<file path="src/design/assert_macros.svh">
// Assertion helpers shared by the design modules.
// Every macro samples on the rising edge of clk and is held off while rst_n is low.
`ifndef ASSERT_MACROS_SVH
`define ASSERT_MACROS_SVH

// The condition must hold at every clock edge.
`define DNGR_ASSERT(lbl, cond, msg) \
  lbl: assert property (@(posedge clk) disable iff (!rst_n) (cond)) else $error(msg);

// The consequent must hold in the same cycle as the antecedent.
`define DNGR_ASSERT_IMP(lbl, ante, cons, msg) \
  lbl: assert property (@(posedge clk) disable iff (!rst_n) (ante) |-> (cons)) else $error(msg);

`endif

</file>
<file path="src/design/dngr_pkg.sv">
package dngr_pkg;

  // These are the states of the row sequencer.
  typedef enum logic [1:0] {
    ST_IDLE,
    ST_SPLIT,
    ST_EMIT
  } dngr_state_t;

  // These are the commands from the controller to the datapath.
  typedef struct packed {
    logic load;
    logic split;
    logic emit;
    logic next_digit;
  } dngr_cmd_t;

  // This is the status from the datapath to the controller.
  typedef struct packed {
    logic row_last;
    logic digit_last;
    logic out_free;
  } dngr_stat_t;

  localparam int GLYPH_H = 7;
  localparam int GLYPH_W = 5;

  // Index of the bottom font row.
  localparam logic [2:0] ROW_LAST = 3'(GLYPH_H - 1);

  // Powers of ten that set the digit count, up to four digits.
  localparam logic [13:0] DEC_POW [4] = '{14'd1, 14'd10, 14'd100, 14'd1000};

  // This is the reciprocal of ten in 16 fraction bits. It is exact for values below 16384.
  localparam logic [12:0] RECIP10 = 13'd6554;

  // This is the 5x7 digit font. Bit 4 of each row is the leftmost pixel.
  localparam logic [4:0] GLYPH_ROM [10][GLYPH_H] = '{
    '{5'h1F, 5'h11, 5'h11, 5'h11, 5'h11, 5'h11, 5'h1F},
    '{5'h04, 5'h0C, 5'h04, 5'h04, 5'h04, 5'h04, 5'h0E},
    '{5'h1F, 5'h01, 5'h01, 5'h1F, 5'h10, 5'h10, 5'h1F},
    '{5'h1F, 5'h01, 5'h01, 5'h0F, 5'h01, 5'h01, 5'h1F},
    '{5'h11, 5'h11, 5'h11, 5'h1F, 5'h01, 5'h01, 5'h01},
    '{5'h1F, 5'h10, 5'h10, 5'h1F, 5'h01, 5'h01, 5'h1F},
    '{5'h1F, 5'h10, 5'h10, 5'h1F, 5'h11, 5'h11, 5'h1F},
    '{5'h1F, 5'h01, 5'h01, 5'h02, 5'h04, 5'h04, 5'h04},
    '{5'h1F, 5'h11, 5'h11, 5'h1F, 5'h11, 5'h11, 5'h1F},
    '{5'h1F, 5'h11, 5'h11, 5'h1F, 5'h01, 5'h01, 5'h1F}
  };

  // This looks up one font row. Codes above nine show as blank.
  function automatic logic [4:0] glyph_row(input logic [3:0] digit, input logic [2:0] row);
    logic [4:0] mask;
    mask = 5'h00;
    if (digit <= 4'd9 && row <= ROW_LAST) begin
      mask = GLYPH_ROM[digit][row];
    end
    return mask;
  endfunction

endpackage

</file>
<file path="src/design/dngr_ctrl.sv">
module dngr_ctrl (
  input  logic                clk,
  input  logic                rst_n,
  input  logic                in_valid,
  output logic                in_stall,
  output dngr_pkg::dngr_cmd_t cmd,
  input  dngr_pkg::dngr_stat_t stat
);
  import dngr_pkg::*;
  `include "assert_macros.svh"

  dngr_state_t state_r;
  dngr_state_t state_nxt;

  // This is the state register.
  always_ff @(posedge clk) begin
    if (!rst_n) begin
      state_r <= ST_IDLE;
    end else begin
      state_r <= state_nxt;
    end
  end

  // Next state and commands: one row goes out per cycle when the output register is free.
  always_comb begin
    state_nxt = state_r;
    cmd       = '0;
    in_stall  = 1'b1;
    case (state_r)
      ST_IDLE: begin
        in_stall = 1'b0;
        if (in_valid) begin
          cmd.load  = 1'b1;
          state_nxt = ST_SPLIT;
        end
      end
      ST_SPLIT: begin
        cmd.split = 1'b1;
        state_nxt = ST_EMIT;
      end
      ST_EMIT: begin
        if (stat.out_free) begin
          cmd.emit = 1'b1;
          if (stat.row_last) begin
            if (stat.digit_last) begin
              state_nxt = ST_IDLE;
            end else begin
              cmd.split      = 1'b1;
              cmd.next_digit = 1'b1;
            end
          end
        end
      end
      default: begin
        state_nxt = ST_IDLE;
      end
    endcase
  end

  // A row must never overwrite a result that is still waiting downstream.
  `DNGR_ASSERT_IMP(a_emit_free, cmd.emit, stat.out_free, "row emitted into a busy output register")

endmodule

</file>
<file path="src/design/dngr_datapath.sv">
module dngr_datapath #(
  parameter int SCALE      = 2,
  parameter int MAX_DIGITS = 4
) (
  input  logic                 clk,
  input  logic                 rst_n,
  input  logic signed [10:0]   in_x_pos,
  input  logic signed [10:0]   in_y_pos,
  input  logic [13:0]          in_number,
  input  logic [15:0]          in_color,
  input  dngr_pkg::dngr_cmd_t  cmd,
  output dngr_pkg::dngr_stat_t stat,
  output logic                 out_valid,
  input  logic                 out_stall,
  output logic signed [11:0]   out_x_left,
  output logic signed [11:0]   out_y_row,
  output logic [4:0]           out_row_mask,
  output logic [15:0]          out_pixel_color,
  output logic                 out_last
);
  import dngr_pkg::*;
  `include "assert_macros.svh"

  localparam int          DW       = $clog2(MAX_DIGITS + 1);
  localparam logic [13:0] SAT_MAX  = 14'(10 ** MAX_DIGITS - 1);
  localparam logic [11:0] STRIDE   = 12'((GLYPH_W + 1) * SCALE);
  localparam logic [11:0] OFFSET   = 12'(GLYPH_W * SCALE);
  localparam logic [11:0] Y_STEP   = 12'(SCALE);

  logic [13:0]   sat_value;
  logic [DW-1:0] ndig_in;
  logic [11:0]   span;
  logic [11:0]   x_start;
  logic [26:0]   prod;
  logic [13:0]   quot;
  logic [13:0]   quot10;
  logic [13:0]   rem;

  logic [13:0]   val_r;
  logic [3:0]    digit_r;
  logic [2:0]    row_r;
  logic [DW-1:0] dig_cnt_r;
  logic [DW-1:0] ndig_r;
  logic [11:0]   x_cur_r;
  logic [11:0]   y_top_r;
  logic [11:0]   y_cur_r;
  logic [15:0]   color_r;

  logic          out_valid_r;
  logic [11:0]   out_x_left_r;
  logic [11:0]   out_y_row_r;
  logic [4:0]    out_row_mask_r;
  logic [15:0]   out_color_r;
  logic          out_last_r;

  // Saturate the value and count its decimal digits; zero counts as one digit.
  always_comb begin
    sat_value = (in_number > SAT_MAX) ? SAT_MAX : in_number;
    ndig_in   = DW'(1);
    for (int k = 1; k < MAX_DIGITS; k++) begin
      if (sat_value >= DEC_POW[2'(k)]) begin
        ndig_in = ndig_in + DW'(1);
      end
    end
  end

  // The least significant digit sits in the rightmost cell.
  assign span    = 12'(ndig_in - DW'(1)) * STRIDE;
  assign x_start = {in_x_pos[10], in_x_pos} + span - OFFSET;

  // Peel off one decimal digit by a reciprocal multiply.
  assign prod   = 27'(val_r) * 27'(RECIP10);
  assign quot   = 14'(prod >> 16);
  assign quot10 = 14'(quot * 14'd10);
  assign rem    = val_r - quot10;

  // These are the status flags for the controller.
  assign stat.row_last   = (row_r == ROW_LAST);
  assign stat.digit_last = (dig_cnt_r == ndig_r - DW'(1));
  assign stat.out_free   = !out_valid_r || !out_stall;

  // These are the sequencer counters.
  always_ff @(posedge clk) begin
    if (!rst_n) begin
      row_r     <= '0;
      dig_cnt_r <= '0;
      ndig_r    <= DW'(1);
    end else begin
      if (cmd.load) begin
        row_r     <= '0;
        dig_cnt_r <= '0;
        ndig_r    <= ndig_in;
      end else begin
        if (cmd.emit) begin
          row_r <= stat.row_last ? 3'd0 : row_r + 3'd1;
        end
        if (cmd.next_digit) begin
          dig_cnt_r <= dig_cnt_r + DW'(1);
        end
      end
    end
  end

  // This is the working state of the current transaction.
  always_ff @(posedge clk) begin
    if (cmd.load) begin
      val_r   <= sat_value;
      x_cur_r <= x_start;
      y_top_r <= {in_y_pos[10], in_y_pos};
      y_cur_r <= {in_y_pos[10], in_y_pos};
      color_r <= in_color;
    end else begin
      if (cmd.split) begin
        digit_r <= rem[3:0];
        val_r   <= quot;
      end
      if (cmd.next_digit) begin
        x_cur_r <= x_cur_r - STRIDE;
      end
      if (cmd.emit) begin
        y_cur_r <= stat.row_last ? y_top_r : y_cur_r + Y_STEP;
      end
    end
  end

  // The output register holds a row until the consumer takes it.
  always_ff @(posedge clk) begin
    if (!rst_n) begin
      out_valid_r <= 1'b0;
    end else if (cmd.emit) begin
      out_valid_r <= 1'b1;
    end else if (!out_stall) begin
      out_valid_r <= 1'b0;
    end
  end

  always_ff @(posedge clk) begin
    if (cmd.emit) begin
      out_x_left_r   <= x_cur_r;
      out_y_row_r    <= y_cur_r;
      out_row_mask_r <= glyph_row(digit_r, row_r);
      out_color_r    <= color_r;
      out_last_r     <= stat.row_last && stat.digit_last;
    end
  end

  assign out_valid       = out_valid_r;
  assign out_x_left      = out_x_left_r;
  assign out_y_row       = out_y_row_r;
  assign out_row_mask    = out_row_mask_r;
  assign out_pixel_color = out_color_r;
  assign out_last        = out_last_r;

  // The counters must stay inside the glyph and the digit count.
  `DNGR_ASSERT(a_row_range, row_r <= ROW_LAST, "font row index out of range")
  `DNGR_ASSERT(a_digit_range, dig_cnt_r < ndig_r, "digit index beyond digit count")

endmodule

</file>
<file path="src/design/decimal_number_glyph_rows.sv">
// This block renders a decimal number as 5x7 font rows. An input transaction carries an
// anchor x, a top y, a value and a color. The value is saturated to 10^MAX_DIGITS - 1, and
// zero shows as one digit. The block returns seven row transactions per digit, least
// significant digit first, top row first. Cells step 6*SCALE pixels apart, and the least
// significant cell lies furthest right. The last flag marks the bottom row of the most
// significant digit. The sequencer accepts a transaction in ST_IDLE, extracts its first
// digit in ST_SPLIT, then emits the rows in ST_EMIT while the output register is free. Later
// digits are extracted in the cycle of the previous digit's bottom row. A new input is taken
// as soon as the final row has entered the output register.
module decimal_number_glyph_rows #(
  parameter int SCALE      = 2,
  parameter int MAX_DIGITS = 4
) (
  input  logic               clk,
  input  logic               rst_n,
  input  logic               in_valid,
  output logic               in_stall,
  input  logic signed [10:0] in_x_pos,
  input  logic signed [10:0] in_y_pos,
  input  logic [13:0]        in_number,
  input  logic [15:0]        in_color,
  output logic               out_valid,
  input  logic               out_stall,
  output logic signed [11:0] out_x_left,
  output logic signed [11:0] out_y_row,
  output logic [4:0]         out_row_mask,
  output logic [15:0]        out_pixel_color,
  output logic               out_last
);
  import dngr_pkg::*;

  dngr_cmd_t  cmd;
  dngr_stat_t stat;

  // This is the row sequencer.
  dngr_ctrl u_ctrl (
    .clk      (clk),
    .rst_n    (rst_n),
    .in_valid (in_valid),
    .in_stall (in_stall),
    .cmd      (cmd),
    .stat     (stat)
  );

  // This holds digit extraction, coordinates and the output register.
  dngr_datapath #(
    .SCALE      (SCALE),
    .MAX_DIGITS (MAX_DIGITS)
  ) u_datapath (
    .clk             (clk),
    .rst_n           (rst_n),
    .in_x_pos        (in_x_pos),
    .in_y_pos        (in_y_pos),
    .in_number       (in_number),
    .in_color        (in_color),
    .cmd             (cmd),
    .stat            (stat),
    .out_valid       (out_valid),
    .out_stall       (out_stall),
    .out_x_left      (out_x_left),
    .out_y_row       (out_y_row),
    .out_row_mask    (out_row_mask),
    .out_pixel_color (out_pixel_color),
    .out_last        (out_last)
  );

endmodule
</file>
<file path="config.mk">
export PLATFORM = sky130hd
export DESIGN_NAME = decimal_number_glyph_rows
export DESIGN_NICKNAME = d
export VERILOG_FILES = /design/src/design/dngr_pkg.sv /design/src/design/dngr_ctrl.sv /design/src/design/dngr_datapath.sv /design/src/design/decimal_number_glyph_rows.sv
export VERILOG_INCLUDE_DIRS = /design/src /design/src/design
export SDC_FILE = /design/constraint.sdc
export NUM_CORES = 1
export LEC_CHECK = 0
export BUFFER_PORTS_ARGS = -buffer_cell sky130_fd_sc_hd__buf_2
export CAP_MARGIN = 20
export CORE_MARGIN = 1
export CORE_UTILIZATION = 50
export DETAILED_ROUTE_END_ITERATION = 10
export PLACE_DENSITY = 0.72
export SLEW_MARGIN = 10
export SYNTH_ARGS = -nofsm -noshare
export SYNTH_HDL_FRONTEND = slang
export SYNTH_HIERARCHICAL = 1
export SYNTH_SLANG_ARGS = --single-unit
</file>
<file path="constraint.sdc">
create_clock -name clk -period 7.1 [get_ports clk]
set_clock_uncertainty 0.05 [all_clocks]
set_input_delay 0.71 -clock clk [delete_from_list [all_inputs] [get_ports clk]]
set_output_delay 0.71 -clock clk [all_outputs]
set_load 0.05 [all_outputs]
</file>
==> results of run 1 <==
==> through the flow <==
step | instances | area [µm²]
5_1_grt | 1123 | 10100
3_5_place_dp | 1091 | 9490
3_3_place_gp | 1091 | 9490
2_1_floorplan | 781 | 8760
4_1_cts | 1123 | 10100
6_report | 1123 | 10100
==> flip-flops by register name, summed over array words and instances (netlist names) <==
register	cells
u_datapath/out_y_row	12
u_datapath/y_top_r	11
u_datapath/ndig_r	2
u_datapath/dig_cnt_r	3
u_datapath/val_r	14
u_datapath/out_x_left	12
u_datapath/digit_r	4
u_datapath/out_row_mask	5
u_ctrl/state_r	2
u_datapath/x_cur_r	12
u_datapath/out_valid	1
u_datapath/out_last	1
u_datapath/row_r	3
u_datapath/out_pixel_color	16
u_datapath/color_r	16
u_datapath/y_cur_r	12
==> layout by cell type, fill, tap and decap left out, types with 4 or more instances in the layout <==
| cell | instances |
|---|---|
| fa_1 | 50 |
| mux2i_1 | 6 |
| ha_1 | 121 |
| o21ai_0 | 27 |
| nor3_1 | 6 |
| a21o_1 | 5 |
| nor3b_1 | 4 |
| or2_2 | 4 |
| dfxtp_1 | 11 |
| nor2b_1 | 6 |
| buf_2 | 103 |
| and2_1 | 5 |
| edfxtp_1 | 115 |
| xnor2_1 | 29 |
| a21oi_1 | 39 |
| a31oi_1 | 4 |
| xor2_1 | 13 |
| inv_1 | 146 |
| nand3_1 | 12 |
| nand2_1 | 52 |
| o21ai_1 | 6 |
| clkbuf_16 | 17 |
| nor2_1 | 39 |
==> final timing paths <==
kind | endpoint | cells past startpoint | from | slack [ns]
worst max-delay path | u_datapath/digit_r[3] | 20 | u_datapath/val_r[3] | 1.16
worst min-delay path | u_datapath/out_pixel_color[7] | 0 | u_datapath/color_r[7] | 0.37
worst max register to register | u_datapath/digit_r[3] | 20 | u_datapath/val_r[3] | 1.16
worst min register to register | u_datapath/out_pixel_color[7] | 0 | u_datapath/color_r[7] | 0.37
==> area by class of cell <==
cell class / count / area share [%]
clock inverters: 13 / 1.39
clock buffers: 19 / 4.30
well taps: 225 / 2.80
flip-flops and latches: 126 / 36.5
inverters: 147 / 5.48
multi-input cells: 490 / 44.4
repair buffers: 103 / 5.12
==> layer usage <==
metal	up-vias	wire length, µm	track usage (%)
met1	2692	7880	27.3
met2	122	8150	32.8
met3	11	585	3.36
li1	2869	-	-
met4	0	152	4.87
met5	-	0	0
==> worst reg2reg max path: cells and delay by family, from the launching register on <==
kind                       cells  cell delay [ns]
xor gates and xnor gates       4             0.68
adders and majority gates      8             3.37
and+or+nand+nor                2             0.39
buffers and inverters          5             0.27
DFF                            1             0.51
AOI/OAI and AO/OA              1             0.40
==> cells by family (layout without fill, tap and decap cells) <==
family / count (synthesis) / count (layout) / synth area share, %
AO/OA/AOI/OAI: 118 / 118 / 8.87
XOR/XNOR: 42 / 42 / 4.20
adder cells (fa/ha/maj): 171 / 171 / 28.7
buffers and inverters: 165 / 282 / 7.10
flip-flops: 126 / 126 / 41.9
multiplexers: 7 / 7 / 0.814
AND/OR/NAND/NOR: 152 / 152 / 8.41
==> Yosys cell counts (4+ instances only) <==
library cell	instances
inv_1	146
ha_1	121
edfxtp_1	115
nand2_1	52
fa_1	50
a21oi_1	39
nor2_1	39
xnor2_1	29
o21ai_0	27
clkbuf_1	16
xor2_1	13
nand3_1	12
dfxtp_1	11
and2_1	6
mux2i_1	6
nor2b_1	6
nor3_1	6
o21ai_1	6
a21o_1	5
a31oi_1	4
nor3b_1	4
or2_2	4
==> impl_metrics.csv, run 1 <==
group,metric,value,unit
critical_path,crit_family,"adder cells",
sta,grt_setup_unrepaired,"false",
clock_network,clkSinkCount,126,
sta,tightest_slew,0.909,ns
critical_path,cp-end-kind,"flip-flop",
routing,drc,0,
clock_network,cts_resized,0,
layout,utilization,58.6,%
critical_path,crit_type,"reg -> reg",
placed_design,dp_slack,1.17,ns
yosys,netlist_area,8760,µm²
clock_network,ctsLongestPathBuffers,2,
clock_network,ctsHtreeMaxLevel,4,
global_route,grt_max_degree,86,
routing,drtAntennaViolNets,0,
run_status,status,"complete, no violations",
layout,multi_input_area,4470,µm²
sta,setup_tns,0,ns
yosys,synthArstFlopShare,0,%
global_route,grt_pass1_vias,5553,
placed_design,port_buffers,103,
critical_path,arrival,6.03,ns
clock_network,clockRootBuffer,"clkbuf_16",
critical_path,crit_slowest_cell,"fa_1",
routing,drt-total-wl,16800,µm
sta,slew_viol_final,0,
clock_network,holdBufCountCts,0,
worst_hold_path,worstHoldPathType,"reg -> reg",
routing,routed_via_density,5.07,
global_route,antenna_found_initial,0,
sta,worst_slack,1.16,ns
routing,wl_per_cell,14.9,µm
yosys,synth.area.top_cells,"edfxtp_1 (39%), ha_1 (17%), fa_1 (11%)",
global_route,grt_overflow,0,
clock_network,cts_tree,"built",
layout,fin_nets,1112,
routing,drt_iter0_drc,448,
yosys,ys_types,62,
clock_network,postCtsSetupBuffers,0,
floorplanning,die_y,134,µm
layout,drive_above_1_share,16.6,%
yosys,synth-edff-count,115,
yosys,syn_avg_cell_area,11.2,µm²
placed_design,place.gp.congestion,0.949,
layout,seq_area,3670,µm²
sta,setup_viol,0,
routing,vias,5694,
layout,antenna_cells,0,
clock_network,clock_latency,0.41,ns
critical_path,cp_num_buf_inv,5,
critical_path,startpoint_type,"flip-flop",
sta,holdWs,0.367,ns
critical_path,cp_max_fo,6,
critical_path,path_cells,"ha_1 -> inv_1 -> fa_1 -> inv_1 -> fa_1 -> inv_1 -> fa_1 -> fa_1 -> inv_1 -> ha_1 -> and4_1 -> and3_4 -> a221oi_4 -> xnor2_1 -> ha_1 -> inv_1 -> fa_1 -> xnor2_1 -> xnor2_1 -> xnor2_1",
critical_path,slowest_delay,0.54,ns
global_route,grt_pass1_wl,27700,µm
sta,period_share,83.6,%
sta,finalHoldViolCount,0,
yosys,ys_seq_area_share,41.9,%
clock_network,cts_buffers,17,
floorplanning,die_w,134,µm
critical_path,worstPathRequired,7.20,ns
routing,dr.pass1.iters,5,
yosys,synth-seq-cells,126,
layout,synthToLayoutAreaGrowth,14.9,%
yosys,synth_top_area_share,39.4,%
yosys,synth_warnings,6,
floorplanning,die_area,18100,µm²
floorplanning,fp-row-count,48,
floorplanning,io_pins,104,
sta,period_minus_slack,5.94,ns
flow_run,maxCapViolCount,0,
placed_design,dp_hpwl,12700,µm
layout,final.fill_count,1484,
floorplanning,coreArea,17200,µm²
global_route,track_usage,19.8,%
sta,fmax,168,MHz
yosys,synth_area_leader_cell,"edfxtp_1",
clock_network,clk_pin_slew_worst_paths,0.06,ns
yosys,synthFlopType,"edfxtp_1",
yosys,syn-num-nets,1008,
sta,slew_headroom,39.4,%
floorplanning,start_util,51.0,%
yosys,netlist_instances,781,
Power of run 1 is left out: the tool's default activity adds up to more than one toggle a clock period on the data nets, which glitch-free logic cannot reach.
==> run 2: changes to the inputs <==
==> constraint.sdc (replaced) <==
create_clock -name clk -period 5.7 [get_ports clk]
set_clock_uncertainty 0.05 [all_clocks]
set_input_delay 0.57 -clock clk [delete_from_list [all_inputs] [get_ports clk]]
set_output_delay 0.57 -clock clk [all_outputs]
set_load 0.05 [all_outputs]
==> run 2 against run 1 <==
Die area unchanged. Wire length increased by 1.1%. First-iteration DRC count decreased by 21%. Count of clock-buffer cells in the layout unchanged. Register-to-register slack got worse by 1.1 ns. Global-route usage decreased by 0.16 points. Setup slack got worse by 1.1 ns.
==> impl_metrics.csv, run 2 (synthesis results as in run 1) <==
group,metric,value,unit
global_route,grt_max_degree,86,
sta,finalHoldViolCount,0,
placed_design,place.gp.congestion,0.961,
routing,routed_via_density,5.19,
sta,period_minus_slack,5.60,ns
sta,fmax,179,MHz
critical_path,crit_slowest_cell,"fa_1",
floorplanning,fp-row-count,48,
layout,drive_above_1_share,19.5,%
floorplanning,die_w,134,µm
routing,vias,5921,
critical_path,worstPathRequired,5.79,ns
worst_hold_path,worstHoldPathType,"in -> reg",
clock_network,clk_pin_slew_worst_paths,0.05,ns
flow_run,maxCapViolCount,0,
clock_network,ctsLongestPathBuffers,2,
floorplanning,die_area,18100,µm²
clock_network,clockRootBuffer,"clkbuf_16",
placed_design,dp_slack,0.0110,ns
layout,multi_input_area,4580,µm²
floorplanning,io_pins,104,
layout,fin_nets,1130,
sta,period_share,98.3,%
sta,holdWs,0.284,ns
clock_network,cts_tree,"built",
global_route,antenna_found_initial,0,
clock_network,clkSinkCount,126,
clock_network,clock_latency,0.41,ns
placed_design,dp_hpwl,12800,µm
layout,final_cell_mix,"inv_1 (146), edfxtp_1 (115), ha_1 (114)",
layout,utilization,60.3,%
critical_path,cp-end-kind,"flip-flop",
global_route,grt_pass1_wl,27600,µm
routing,wl_per_cell,14.9,µm
floorplanning,coreArea,17200,µm²
sta,worst_slack,0.0991,ns
layout,antenna_cells,0,
routing,drc,0,
run_status,status,"complete, no violations",
global_route,grt_pass1_vias,5835,
floorplanning,start_util,51.0,%
clock_network,cts_buffers,17,
critical_path,arrival,5.69,ns
routing,dr.pass1.iters,5,
global_route,track_usage,19.7,%
sta,setup_viol,0,
critical_path,crit_type,"reg -> reg",
critical_path,cp_max_fo,3,
routing,drt_iter0_drc,356,
placed_design,port_buffers,103,
layout,final.fill_count,1416,
critical_path,startpoint_type,"flip-flop",
critical_path,path_cells,"ha_4 -> inv_1 -> fa_1 -> inv_1 -> fa_1 -> inv_1 -> fa_1 -> fa_1 -> inv_1 -> ha_4 -> and4_1 -> and3_4 -> a221oi_4 -> buf_4 -> nor2b_1 -> nor2_1 -> xor2_1 -> fa_2 -> xnor2_2 -> xnor2_2 -> xnor2_1",
sta,tightest_slew,0.919,ns
layout,synthToLayoutAreaGrowth,18.2,%
routing,drtAntennaViolNets,0,
clock_network,ctsHtreeMaxLevel,4,
layout,seq_area,3670,µm²
sta,slew_viol_final,0,
routing,drt-total-wl,16900,µm
placed_design,placed_area,9580,µm²
critical_path,slowest_delay,0.54,ns
sta,slew_headroom,38.7,%
layout,final_common_cell,"inv_1",
floorplanning,die_y,134,µm
layout,post-route-cell-area,10400,µm²
global_route,grt_overflow,0,
run 2: changes by cell type in the layout (fill, tap and decap cells not counted), moves of 2 or more:
cell and delta:
buf_4 +18, bufinv_16 +2, xnor2_1 -3, xnor2_2 +3, ha_4 +6, ha_1 -7
run 2: metal layers:
layer / vias up / part of all wire [%] / global-route usage [%]
met2: 153 / 49 / 33.1
met1: 2841 / 46 / 26.0
met4: 0 / 1.5 / 5.24
met5: - / 0 / 0
li1: 2908 / - / -
met3: 19 / 3.8 / 3.78
run 2: critical path: cells and delay by family, from the launching register on:
kind | cells | cell delay (ns)
AOI/OAI and AO/OA | 1 | 0.33
xor gates and xnor gates | 4 | 0.54
adders and majority gates | 7 | 3.00
buffers and inverters | 5 | 0.40
DFF | 1 | 0.48
and+or+nand+nor | 4 | 0.53
run 2: area by class of cell:
class / count / area share, %
inverters: 147 / 5.33
flip-flops and latches: 126 / 35.5
clock inverters: 13 / 1.81
multi-input cells: 490 / 44.2
clock buffers: 19 / 4.18
well taps: 225 / 2.72
repair buffers: 121 / 6.28
run 2: path summary, 6_finish.rpt:
kind / endpoint / cells after the start / from / slack (ns)
max: u_datapath/digit_r[3] / 21 / u_datapath/val_r[2] / 0.1
min: u_datapath/color_r[7] / 1 / in_color[7] / 0.28
max reg2reg: u_datapath/digit_r[3] / 21 / u_datapath/val_r[2] / 0.1
min reg2reg: u_datapath/out_pixel_color[9] / 0 / u_datapath/color_r[9] / 0.37
run 2: per-stage QoR:
step	setup TNS, ns	instances
finish	0	1141
global route	-0.0504	1141
CTS	0	1135
detailed placement	0	1103
global placement	0	1103
floorplan	0	781
run 2: what timing repair did:
item                       4_1_cts  5_1_grt
buffers inserted                 0        6
gates resized for setup          1       11
gates cloned                     0        0
pin swaps                        0       12
hold buffers                     0        0
setup endpoints to repair        1        2
Power of run 2 is left out for the same reason.
